File: src/hdl/assert_macros.svh
// ----------------------------------------------------------------------------
// Assertion macros
// Shared shorthand for the concurrent checks of the stream hash.
// ----------------------------------------------------------------------------
`ifndef ASSERT_MACROS_SVH
`define ASSERT_MACROS_SVH

// The condition must hold at every rising edge outside reset.
`define DSH_ASSERT_HOLDS(label, clk, rst, cond) \
   label: assert property (@(posedge clk) disable iff (rst) (cond)) \
      else $error("dual stream hash check failed");

// The consequent must hold in the cycle in which the antecedent holds.
`define DSH_ASSERT_IMPLIES(label, clk, rst, ante, cons) \
   label: assert property (@(posedge clk) disable iff (rst) (ante) |-> (cons)) \
      else $error("dual stream hash check failed");

`endif

File: src/hdl/dsh_pkg.sv
// ----------------------------------------------------------------------------
// Dual stream hash package
// Types, constants and round functions shared by the stream hash modules.
// ----------------------------------------------------------------------------
package dsh_pkg;

   localparam logic [63:0] SIP_C0 = 64'h736f6d6570736575;
   localparam logic [63:0] SIP_C1 = 64'h646f72616e646f6d;
   localparam logic [63:0] SIP_C2 = 64'h6c7967656e657261;
   localparam logic [63:0] SIP_C3 = 64'h7465646279746573;
   localparam logic [63:0] FIN_XOR = 64'h00000000000000ff;

   localparam logic [63:0] KEY_A_LOW_RESET  = 64'h0706050403020100;
   localparam logic [63:0] KEY_A_HIGH_RESET = 64'h0f0e0d0c0b0a0908;
   localparam logic [63:0] KEY_B_LOW_RESET  = 64'h1716151413121110;
   localparam logic [63:0] KEY_B_HIGH_RESET = 64'h1f1e1d1c1b1a1918;

   localparam int CSR_INDEX_WIDTH = 2;

   typedef enum logic [CSR_INDEX_WIDTH-1:0] {
      CSR_KEY_A_LOW  = 2'd0,
      CSR_KEY_A_HIGH = 2'd1,
      CSR_KEY_B_LOW  = 2'd2,
      CSR_KEY_B_HIGH = 2'd3
   } csr_index_type;

   localparam logic [2:0] STEP_ABSORB = 3'd0;
   localparam logic [2:0] STEP_FOLD   = 3'd1;
   localparam logic [2:0] STEP_PAD    = 3'd2;
   localparam logic [2:0] STEP_LAST   = 3'd5;

   typedef enum logic [1:0] {
      BK_IDLE,
      BK_COMPRESS,
      BK_FINAL
   } back_state_type;

   typedef logic [3:0][63:0] sip_state_type;

   typedef struct packed {
      logic [63:0] a_low;
      logic [63:0] a_high;
      logic [63:0] b_low;
      logic [63:0] b_high;
   } key_set_type;

   typedef struct packed {
      logic        comp;
      logic        fin;
      logic [63:0] word;
      logic [63:0] fin_word;
   } job_type;

   typedef struct packed {
      logic [63:0] hash_a;
      logic [63:0] hash_b;
   } digest_type;

   function automatic logic [63:0] rotl(input logic [63:0] x, input int r);
      return (x << r) | (x >> (64 - r));
   endfunction

   function automatic sip_state_type sip_init(input logic [63:0] k0, input logic [63:0] k1);
      sip_state_type v;
      v[0] = SIP_C0 ^ k0;
      v[1] = SIP_C1 ^ k1;
      v[2] = SIP_C2 ^ k0;
      v[3] = SIP_C3 ^ k1;
      return v;
   endfunction

   function automatic sip_state_type sip_round(input sip_state_type v_in);
      sip_state_type v;
      v = v_in;
      v[0] = v[0] + v[1];
      v[1] = rotl(v[1], 13);
      v[1] = v[1] ^ v[0];
      v[0] = rotl(v[0], 32);
      v[2] = v[2] + v[3];
      v[3] = rotl(v[3], 16);
      v[3] = v[3] ^ v[2];
      v[0] = v[0] + v[3];
      v[3] = rotl(v[3], 21);
      v[3] = v[3] ^ v[0];
      v[2] = v[2] + v[1];
      v[1] = rotl(v[1], 17);
      v[1] = v[1] ^ v[2];
      v[2] = rotl(v[2], 32);
      return v;
   endfunction

endpackage

File: src/hdl/dsh_fifo.sv
// ----------------------------------------------------------------------------
// Stream hash queue
// Small first-in first-out buffer built from registers.
// ----------------------------------------------------------------------------
module dsh_fifo #(
   parameter int WIDTH = 8,
   parameter int DEPTH = 2
) (
   input  logic             clock,
   input  logic             reset,
   input  logic             push,
   input  logic [WIDTH-1:0] push_data,
   input  logic             pop,
   output logic [WIDTH-1:0] pop_data,
   output logic             full,
   output logic             not_empty
);

   localparam int AW = (DEPTH > 1) ? $clog2(DEPTH) : 1;
   localparam int CW = $clog2(DEPTH + 1);

   logic [WIDTH-1:0] mem_ff [DEPTH];
   logic [AW-1:0]    wr_ptr_ff, wr_ptr_in;
   logic [AW-1:0]    rd_ptr_ff, rd_ptr_in;
   logic [CW-1:0]    count_ff, count_in;
   logic             do_push, do_pop;

   assign full      = (count_ff == CW'(DEPTH));
   assign not_empty = (count_ff != '0);
   assign do_push   = push & ~full;
   assign do_pop    = pop & not_empty;
   assign pop_data  = mem_ff[rd_ptr_ff];

   always_comb begin
      wr_ptr_in = wr_ptr_ff;
      rd_ptr_in = rd_ptr_ff;
      count_in  = count_ff;
      if (do_push) begin
         wr_ptr_in = (wr_ptr_ff == AW'(DEPTH - 1)) ? '0 : wr_ptr_ff + AW'(1);
      end
      if (do_pop) begin
         rd_ptr_in = (rd_ptr_ff == AW'(DEPTH - 1)) ? '0 : rd_ptr_ff + AW'(1);
      end
      if (do_push && !do_pop) begin
         count_in = count_ff + CW'(1);
      end else if (do_pop && !do_push) begin
         count_in = count_ff - CW'(1);
      end
   end

   always_ff @(posedge clock) begin
      if (reset) begin
         wr_ptr_ff <= '0;
         rd_ptr_ff <= '0;
         count_ff  <= '0;
      end else begin
         wr_ptr_ff <= wr_ptr_in;
         rd_ptr_ff <= rd_ptr_in;
         count_ff  <= count_in;
      end
   end

   always_ff @(posedge clock) begin
      if (do_push) begin
         mem_ff[wr_ptr_ff] <= push_data;
      end
   end

endmodule

File: src/hdl/dsh_front.sv
// ----------------------------------------------------------------------------
// Stream hash front end
// Gathers message bytes into words and queues compression and finalisation
// jobs for the round engine.
// ----------------------------------------------------------------------------
module dsh_front
   import dsh_pkg::*;
(
   input  logic        clock,
   input  logic        reset,
   input  logic        restart,
   input  logic        accept,
   input  logic [63:0] data_word,
   input  logic [3:0]  byte_count,
   input  logic        last,
   output logic        job_push,
   output job_type     job
);

   logic [55:0] pend_ff, pend_in;
   logic [2:0]  count_ff, count_in;
   logic [7:0]  len_ff, len_in;

   logic [3:0]  n;
   logic [63:0] data_m;
   logic [3:0]  sum;
   logic [63:0] shifted;
   logic [63:0] word;
   logic [63:0] carry;
   logic [6:0]  hi_shift;
   logic        word_done;
   logic [55:0] pend_upd;
   logic [2:0]  count_upd;
   logic [7:0]  len_upd;

   always_comb begin
      n = (byte_count > 4'd8) ? 4'd8 : byte_count;
      for (int i = 0; i < 8; i++) begin
         data_m[8*i +: 8] = (4'(i) < n) ? data_word[8*i +: 8] : 8'd0;
      end
      sum       = {1'b0, count_ff} + n;
      shifted   = data_m << {count_ff, 3'b000};
      word      = {8'd0, pend_ff} | shifted;
      hi_shift  = {4'd8 - {1'b0, count_ff}, 3'b000};
      carry     = (count_ff == 3'd0) ? 64'd0 : (data_m >> hi_shift);
      word_done = (n != 4'd0) && sum[3];
      if (n == 4'd0) begin
         pend_upd  = pend_ff;
         count_upd = count_ff;
         len_upd   = len_ff;
      end else begin
         pend_upd  = sum[3] ? carry[55:0] : word[55:0];
         count_upd = sum[2:0];
         len_upd   = len_ff + {4'd0, n};
      end
   end

   assign job_push     = accept & (word_done | last);
   assign job.comp     = word_done;
   assign job.fin      = last;
   assign job.word     = word;
   assign job.fin_word = {len_upd, pend_upd};

   always_comb begin
      pend_in  = pend_ff;
      count_in = count_ff;
      len_in   = len_ff;
      if (restart) begin
         pend_in  = '0;
         count_in = '0;
         len_in   = '0;
      end else if (accept) begin
         if (last) begin
            pend_in  = '0;
            count_in = '0;
            len_in   = '0;
         end else begin
            pend_in  = pend_upd;
            count_in = count_upd;
            len_in   = len_upd;
         end
      end
   end

   always_ff @(posedge clock) begin
      if (reset) begin
         pend_ff  <= '0;
         count_ff <= '0;
         len_ff   <= '0;
      end else begin
         pend_ff  <= pend_in;
         count_ff <= count_in;
         len_ff   <= len_in;
      end
   end

endmodule

File: src/hdl/dsh_core.sv
// ----------------------------------------------------------------------------
// Stream hash round engine
// Runs one SipRound per cycle for each keyed instance unless idle or held by
// a full result queue, absorbing queued words and finalising both digests.
// ----------------------------------------------------------------------------
module dsh_core
   import dsh_pkg::*;
(
   input  logic        clock,
   input  logic        reset,
   input  logic        restart,
   input  key_set_type keys,
   input  logic        job_valid,
   input  job_type     job,
   output logic        job_pop,
   input  logic        rsp_full,
   output logic        rsp_push,
   output digest_type  digest
);

   back_state_type state_ff, state_in;
   logic [2:0]     cnt_ff, cnt_in;
   job_type        job_ff;
   sip_state_type  va_ff, vb_ff;

   sip_state_type  va_pre, vb_pre, va_post, vb_post;
   sip_state_type  init_a, init_b;
   logic [63:0]    absorb_word;
   logic           load;
   logic           finish;
   logic           advance;

   assign init_a = sip_init(keys.a_low, keys.a_high);
   assign init_b = sip_init(keys.b_low, keys.b_high);
   assign absorb_word = (state_ff == BK_COMPRESS) ? job_ff.word : job_ff.fin_word;

   always_comb begin
      va_pre = va_ff;
      vb_pre = vb_ff;
      if (cnt_ff == STEP_ABSORB) begin
         va_pre[3] = va_ff[3] ^ absorb_word;
         vb_pre[3] = vb_ff[3] ^ absorb_word;
      end else if ((state_ff == BK_FINAL) && (cnt_ff == STEP_PAD)) begin
         va_pre[2] = va_ff[2] ^ FIN_XOR;
         vb_pre[2] = vb_ff[2] ^ FIN_XOR;
      end
      va_post = sip_round(va_pre);
      vb_post = sip_round(vb_pre);
      if (cnt_ff == STEP_FOLD) begin
         va_post[0] = va_post[0] ^ absorb_word;
         vb_post[0] = vb_post[0] ^ absorb_word;
      end
   end

   assign digest.hash_a = va_post[0] ^ va_post[1] ^ va_post[2] ^ va_post[3];
   assign digest.hash_b = vb_post[0] ^ vb_post[1] ^ vb_post[2] ^ vb_post[3];

   always_comb begin
      state_in = state_ff;
      cnt_in   = cnt_ff;
      job_pop  = 1'b0;
      rsp_push = 1'b0;
      load     = 1'b0;
      finish   = 1'b0;
      advance  = 1'b0;
      case (state_ff)
         BK_IDLE: begin
            load = job_valid;
         end
         BK_COMPRESS: begin
            advance = 1'b1;
            if (cnt_ff == STEP_ABSORB) begin
               cnt_in = STEP_FOLD;
            end else if (job_ff.fin) begin
               state_in = BK_FINAL;
               cnt_in   = STEP_ABSORB;
            end else begin
               finish = 1'b1;
            end
         end
         BK_FINAL: begin
            if (cnt_ff != STEP_LAST) begin
               advance = 1'b1;
               cnt_in  = cnt_ff + 3'd1;
            end else if (!rsp_full) begin
               rsp_push = 1'b1;
               finish   = 1'b1;
            end
         end
         default: begin
            state_in = BK_IDLE;
         end
      endcase
      if (finish) begin
         if (job_valid) begin
            load = 1'b1;
         end else begin
            state_in = BK_IDLE;
         end
      end
      if (load) begin
         job_pop  = 1'b1;
         state_in = job.comp ? BK_COMPRESS : BK_FINAL;
         cnt_in   = STEP_ABSORB;
      end
   end

   always_ff @(posedge clock) begin
      if (reset) begin
         state_ff <= BK_IDLE;
         cnt_ff   <= STEP_ABSORB;
      end else begin
         state_ff <= state_in;
         cnt_ff   <= cnt_in;
      end
   end

   always_ff @(posedge clock) begin
      if (load) begin
         job_ff <= job;
      end
      if (restart || rsp_push) begin
         va_ff <= init_a;
         vb_ff <= init_b;
      end else if (advance) begin
         va_ff <= va_post;
         vb_ff <= vb_post;
      end
   end

endmodule

File: src/hdl/dual_siphash_stream_hash.sv
// ----------------------------------------------------------------------------
// Dual keyed stream hash
// Two SipHash-2-4 instances under separate 128-bit keys hash one byte stream.
//
// Items are pushed on the req_ channel while req_full is low; each carries up
// to eight little-endian bytes and a last flag. The front end packs bytes into
// 64-bit words and queues a job per completed word and per message end. The
// round engine runs one SipRound per cycle per instance while it works on a
// job and is not held; the front end keeps taking items while the job queue
// has room. For a final item the engine absorbs the closing length word and
// runs the finalisation rounds before its digest enters the result queue.
// Results are read from the rsp_ channel while rsp_empty is low; if the
// receiver stops popping, the result queue fills, the engine holds its last
// finalisation step, the job queue fills and req_full rises. A key write on
// the csr_ port restarts the message from the new keys; it must only be made
// while the block is idle, which the block itself does not enforce. Reset
// loads the default keys, clears all queues and starts an empty message.
// ----------------------------------------------------------------------------
`include "assert_macros.svh"

module dual_siphash_stream_hash
   import dsh_pkg::*;
#(
   parameter int JOB_DEPTH = 4,
   parameter int RSP_DEPTH = 2
) (
   input  logic                       clock,
   input  logic                       reset,
   input  logic                       req_push,
   output logic                       req_full,
   input  logic [63:0]                req_data_word,
   input  logic [3:0]                 req_byte_count,
   input  logic                       req_last,
   output logic                       rsp_empty,
   input  logic                       rsp_pop,
   output logic [63:0]                rsp_hash_a,
   output logic [63:0]                rsp_hash_b,
   input  logic                       csr_write_enable,
   input  logic [CSR_INDEX_WIDTH-1:0] csr_index,
   input  logic [63:0]                csr_write_data
);

   localparam int JOB_WIDTH = $bits(job_type);
   localparam int RSP_WIDTH = $bits(digest_type);

   key_set_type keys_ff, keys_in;
   logic        restart_ff;

   logic        req_accept;
   logic        job_push;
   job_type     job_in_q;
   job_type     job_out_q;
   logic        job_full;
   logic        job_valid;
   logic        job_pop;
   logic        rsp_push;
   logic        rsp_full;
   logic        rsp_valid;
   digest_type  digest;
   digest_type  rsp_head;

   assign req_accept = req_push & ~job_full;
   assign req_full   = job_full;

   always_comb begin
      keys_in = keys_ff;
      if (csr_write_enable) begin
         case (csr_index_type'(csr_index))
            CSR_KEY_A_LOW:  keys_in.a_low  = csr_write_data;
            CSR_KEY_A_HIGH: keys_in.a_high = csr_write_data;
            CSR_KEY_B_LOW:  keys_in.b_low  = csr_write_data;
            CSR_KEY_B_HIGH: keys_in.b_high = csr_write_data;
            default:        keys_in        = keys_ff;
         endcase
      end
   end

   always_ff @(posedge clock) begin
      if (reset) begin
         keys_ff.a_low  <= KEY_A_LOW_RESET;
         keys_ff.a_high <= KEY_A_HIGH_RESET;
         keys_ff.b_low  <= KEY_B_LOW_RESET;
         keys_ff.b_high <= KEY_B_HIGH_RESET;
         restart_ff     <= 1'b1;
      end else begin
         keys_ff        <= keys_in;
         restart_ff     <= csr_write_enable;
      end
   end

   dsh_front u_front (
      .clock      (clock),
      .reset      (reset),
      .restart    (csr_write_enable),
      .accept     (req_accept),
      .data_word  (req_data_word),
      .byte_count (req_byte_count),
      .last       (req_last),
      .job_push   (job_push),
      .job        (job_in_q)
   );

   dsh_fifo #(
      .WIDTH (JOB_WIDTH),
      .DEPTH (JOB_DEPTH)
   ) u_job_fifo (
      .clock     (clock),
      .reset     (reset),
      .push      (job_push),
      .push_data (job_in_q),
      .pop       (job_pop),
      .pop_data  (job_out_q),
      .full      (job_full),
      .not_empty (job_valid)
   );

   dsh_core u_core (
      .clock     (clock),
      .reset     (reset),
      .restart   (restart_ff),
      .keys      (keys_ff),
      .job_valid (job_valid),
      .job       (job_out_q),
      .job_pop   (job_pop),
      .rsp_full  (rsp_full),
      .rsp_push  (rsp_push),
      .digest    (digest)
   );

   dsh_fifo #(
      .WIDTH (RSP_WIDTH),
      .DEPTH (RSP_DEPTH)
   ) u_rsp_fifo (
      .clock     (clock),
      .reset     (reset),
      .push      (rsp_push),
      .push_data (digest),
      .pop       (rsp_pop),
      .pop_data  (rsp_head),
      .full      (rsp_full),
      .not_empty (rsp_valid)
   );

   assign rsp_empty  = ~rsp_valid;
   assign rsp_hash_a = rsp_head.hash_a;
   assign rsp_hash_b = rsp_head.hash_b;

   `DSH_ASSERT_IMPLIES(a_rsp_no_overflow, clock, reset, rsp_push, !rsp_full)
   `DSH_ASSERT_IMPLIES(a_job_no_underflow, clock, reset, job_pop, job_valid)
   `DSH_ASSERT_IMPLIES(a_last_makes_job, clock, reset, req_accept && req_last, job_push)
   `DSH_ASSERT_HOLDS(a_push_has_room, clock, reset, !(job_push && job_full))

endmodule
File: config.mk
export PLATFORM = sky130hd
export DESIGN_NAME = dual_siphash_stream_hash
export DESIGN_NICKNAME = d
export VERILOG_FILES = /design/src/hdl/dsh_pkg.sv /design/src/hdl/dsh_fifo.sv /design/src/hdl/dsh_front.sv /design/src/hdl/dsh_core.sv /design/src/hdl/dual_siphash_stream_hash.sv
export VERILOG_INCLUDE_DIRS = /design/src /design/src/hdl
export SDC_FILE = /design/constraint.sdc
export NUM_CORES = 2
export LEC_CHECK = 0
export ABC_CLOCK_PERIOD_IN_PS = 24000
export BUFFER_PORTS_ARGS = -buffer_cell sky130_fd_sc_hd__buf_2
export CORE_ASPECT_RATIO = 0.7
export CORE_MARGIN = 2
export CORE_UTILIZATION = 40
export CTS_CLUSTER_DIAMETER = 200
export CTS_CLUSTER_SIZE = 30
export DETAILED_ROUTE_END_ITERATION = 10
export PLACE_DENSITY = 0.55
export SYNTH_ARGS = -nofsm -noshare
export SYNTH_HDL_FRONTEND = slang
export SYNTH_SLANG_ARGS = --single-unit
File: constraint.sdc
create_clock -name clock -period 24 [get_ports clock]
set_input_delay 1.2 -clock clock [delete_from_list [all_inputs] [get_ports clock]]
set_output_delay 1.2 -clock clock [all_outputs]
set_load 0.03 [all_outputs]
==> impl_metrics.tcl <==
set metrics [dict create \
    ctsHoldBuffers 0 \
    multi_input_area_um2 55600 \
    drt-initial-drc-count 16200 \
    wirelength_um 625000 \
    grt_pass1_wl_um 794000 \
    hold_violations 0 \
    critPathLaunchType "flip-flop" \
    cts-root-buf "clkbuf_16" \
    outcome "finished, violations left" \
    seqCellArea_um2 49400 \
    ys_top_cells_by_area "edfxtp_1, xnor2_1, dfxtp_1, ha_1, xor2_1" \
    dieArea_um2 271000 \
    max_stage_delay_ns 1.12 \
    setup_viol 0 \
    grt-ovfl-total 0 \
    place.gp.congestion 1.17 \
    yosysUniqueCellTypes 113 \
    ctsResizeCount 0 \
    rsz0062_at_grt "false" \
    port_buffers 269 \
    critPathSlowestCell "xor2_2" \
    failed_checks "max-capacitance violations, max-slew violations" \
    yosysWarnings 0 \
    fmaxAchievable_mhz 76.6 \
    coreArea_um2 265000 \
    fillers 25100 \
    yosysTopAreaCell "edfxtp_1" \
    die-width_um 622 \
    grt_start_max_net_pins 153 \
    syn-num-nets 10900 \
    crit_fanout 31 \
    min_period_over_period 0.544 \
    synth_seq_cells 1760 \
    cap_violations 24 \
    cts_tree "built" \
    worstHoldPathType "flip-flop to flip-flop" \
    synth_edf_count 1417 \
    num-nets-final 11100 \
    post-route-min-period_ns 13.05 \
    dpl_cell_area_um2 114000 \
    slew_headroom -0.113 \
    ys.flop_type "edfxtp_1" \
    clk_pin_slew_ns 0.14 \
    start_util 0.403 \
    yosys.area.top_type_share 0.398 \
    drv_slew 54 \
    endpoint_kind "flip-flop" \
    vias 91800 \
    cts.htree.levels 3 \
    rows 158 \
    clkSinkCount 1760 \
    wire_per_inst_um 44.4 \
    netlist_area_um2 107000 \
    setup_tns_ns 0 \
    ant_nets 0 \
    async_reset_ff_frac 0 \
    grt.total_usage 0.445 \
    drive_gt1_frac 0.111 \
    design_area_um2 117000 \
    drcViolationCount 0 \
    required_ns 24.53 \
    synthToLayoutAreaGrowth_pct 9.15 \
    die_height_um 437 \
    hpwl_um 518000 \
    clockBufferDepth 3 \
    netlist_instances 10200 \
    synth.avg_cell_area_um2 10.5 \
    first_global_vias 80600 \
    dr.pass1.iters 10 \
    cts_inserted_buffers 68 \
    postCtsSetupRepairBufs 0 \
    tightest_slew_ns 1.66 \
    finClkSkew_ns 0.113 \
    arrival_ns 13.59 \
    critPathKind "flip-flop to flip-flop" \
    vias_per_cell 6.53 \
    yosysSeqAreaShare 0.462 \
    clk-insertion-delay-late_ns 0.88 \
    antenna_found_initial 79 \
    ios 270 \
]
## cell usage after synthesis (13+ instances only)
| cell | number |
|---|---|
| mux2i_1 | 120 |
| nand2b_1 | 72 |
| and2_1 | 67 |
| or2_2 | 21 |
| buf_2 | 13 |
| a21oi_1 | 927 |
| nand3_1 | 91 |
| o31ai_1 | 18 |
| clkbuf_1 | 338 |
| edfxtp_1 | 1417 |
| nand3b_1 | 89 |
| o21ai_1 | 16 |
| nand4_1 | 58 |
| and3_1 | 44 |
| buf_1 | 47 |
| a221oi_1 | 39 |
| a2111oi_0 | 17 |
| and4_1 | 15 |
| a211o_1 | 46 |
| inv_1 | 334 |
| nand2_1 | 1176 |
| nor2b_1 | 49 |
| a211oi_1 | 58 |
| o21bai_1 | 118 |
| or3_1 | 27 |
| ha_1 | 516 |
| o21ai_0 | 444 |
| xor2_1 | 534 |
| a31o_2 | 19 |
| a21o_1 | 334 |
| o21a_1 | 70 |
| dfxtp_1 | 343 |
| o211ai_1 | 32 |
| nor3_1 | 66 |
| a41oi_1 | 15 |
| nor2_1 | 725 |
| mux4_2 | 130 |
| a21boi_0 | 63 |
| xnor2_1 | 1137 |
| a32oi_1 | 14 |
| a31oi_1 | 73 |
| a22oi_1 | 99 |
| o22ai_1 | 15 |
| mux2_2 | 130 |
## worst paths after layout
| check | slack (ns) | cells past startpoint | end | start |
|---|---|---|---|---|
| worst min-delay path | 0.46 | 2 | keys_ff[62]$_SDFFE_PP0P_ | keys_ff[62]$_SDFFE_PP0P_ |
| worst max register to register | 10.95 | 32 | u_core.vb_ff[63]$_DFFE_PP_ | u_core.state_ff[1]$_SDFF_PP0_ |
| worst max-delay path | 10.95 | 32 | u_core.vb_ff[63]$_DFFE_PP_ | u_core.state_ff[1]$_SDFF_PP0_ |
| worst min register to register | 0.46 | 2 | keys_ff[62]$_SDFFE_PP0P_ | keys_ff[62]$_SDFFE_PP0P_ |
## through the flow
| step | setup slack, ns | std cells | util | hold slack, ns |
|---|---|---|---|---|
| CTS | 12.04 | 14000 | 0.439 | 0.461 |
| detailed placement | 12.10 | 13900 | 0.431 | 0.444 |
| finish | 10.95 | 14100 | 0.440 | 0.461 |
| global route | 11.18 | 14000 | 0.439 | 0.481 |
| global placement | 11.94 | 13900 | 0.431 | 0.441 |
| floorplan | 10.13 | 10200 | - | 0.429 |
## per-layer routing
layer | wire length [um] | share of wire | track usage | vias to the layer above
met2 | 223000 | 0.36 | 0.547 | 7134
met4 | 30700 | 0.049 | 0.174 | 64
met1 | 261000 | 0.42 | 0.619 | 46400
li1 | - | - | - | 37100
met5 | 908 | 0.0015 | 0.0233 | -
met3 | 109000 | 0.17 | 0.260 | 1049
## critical path: cells and delay by family (launching register included)
kind,cells,cell delay [ns]
AO/OA/AOI/OAI,13,4.06
XOR/XNOR,6,2.97
adder cells (fa/ha/maj),3,1.57
buffers and inverters,2,0.79
flip-flops,1,0.36
multiplexers,1,0.25
AND/OR/NAND/NOR,7,2.69
## placed cells by master, fill, tap and decap left out, types with 268 or more instances in the layout
cell type / count
nand2_1: 1174
ha_1: 514
buf_4: 315
nor2_1: 704
dfxtp_1: 339
inv_1: 334
a21oi_1: 927
edfxtp_1: 1417
buf_2: 268
xor2_1: 508
xnor2_1: 1086
a21o_1: 334
o21ai_0: 441
## final cells by class
type,instances,share of cell area
Clock inverter,9,0.00170
Sequential cell,1760,0.424
Inverter,337,0.0108
Tap cell,3520,0.0377
Timing Repair Buffer,591,0.0330
Antenna cell,37,0.000794
Multi-Input combinational cell,7694,0.476
Clock buffer,117,0.0162
## flip-flops by register name, summed over array words and instances (netlist names), 3 cells and up, named ones only
name and flops:
u_core.job_ff 129, keys_ff 256, u_front.pend_ff 56, u_front.len_ff 8
u_core.va_ff 256, u_job_fifo.mem_ff 520, u_core.vb_ff 256, u_rsp_fifo.mem_ff 256
u_front.count_ff 3, u_job_fifo.count_ff 3, u_core.cnt_ff 3
## kinds of logic (layout without fill, tap and decap cells)
kind of cell	after synthesis	in the layout	synth area share
multiplexers	380	380	0.0523
AO/OA/AOI/OAI	2557	2557	0.152
AND/OR/NAND/NOR	2533	2533	0.104
XOR/XNOR	1691	1691	0.141
adder cells (fa/ha/maj)	533	533	0.0631
other	0	37	0
flip-flops	1760	1760	0.462
buffers and inverters	738	1054	0.0262
Power is not shown: default switching activity piles up to over one toggle a cycle in this logic, so the estimate is an artifact.
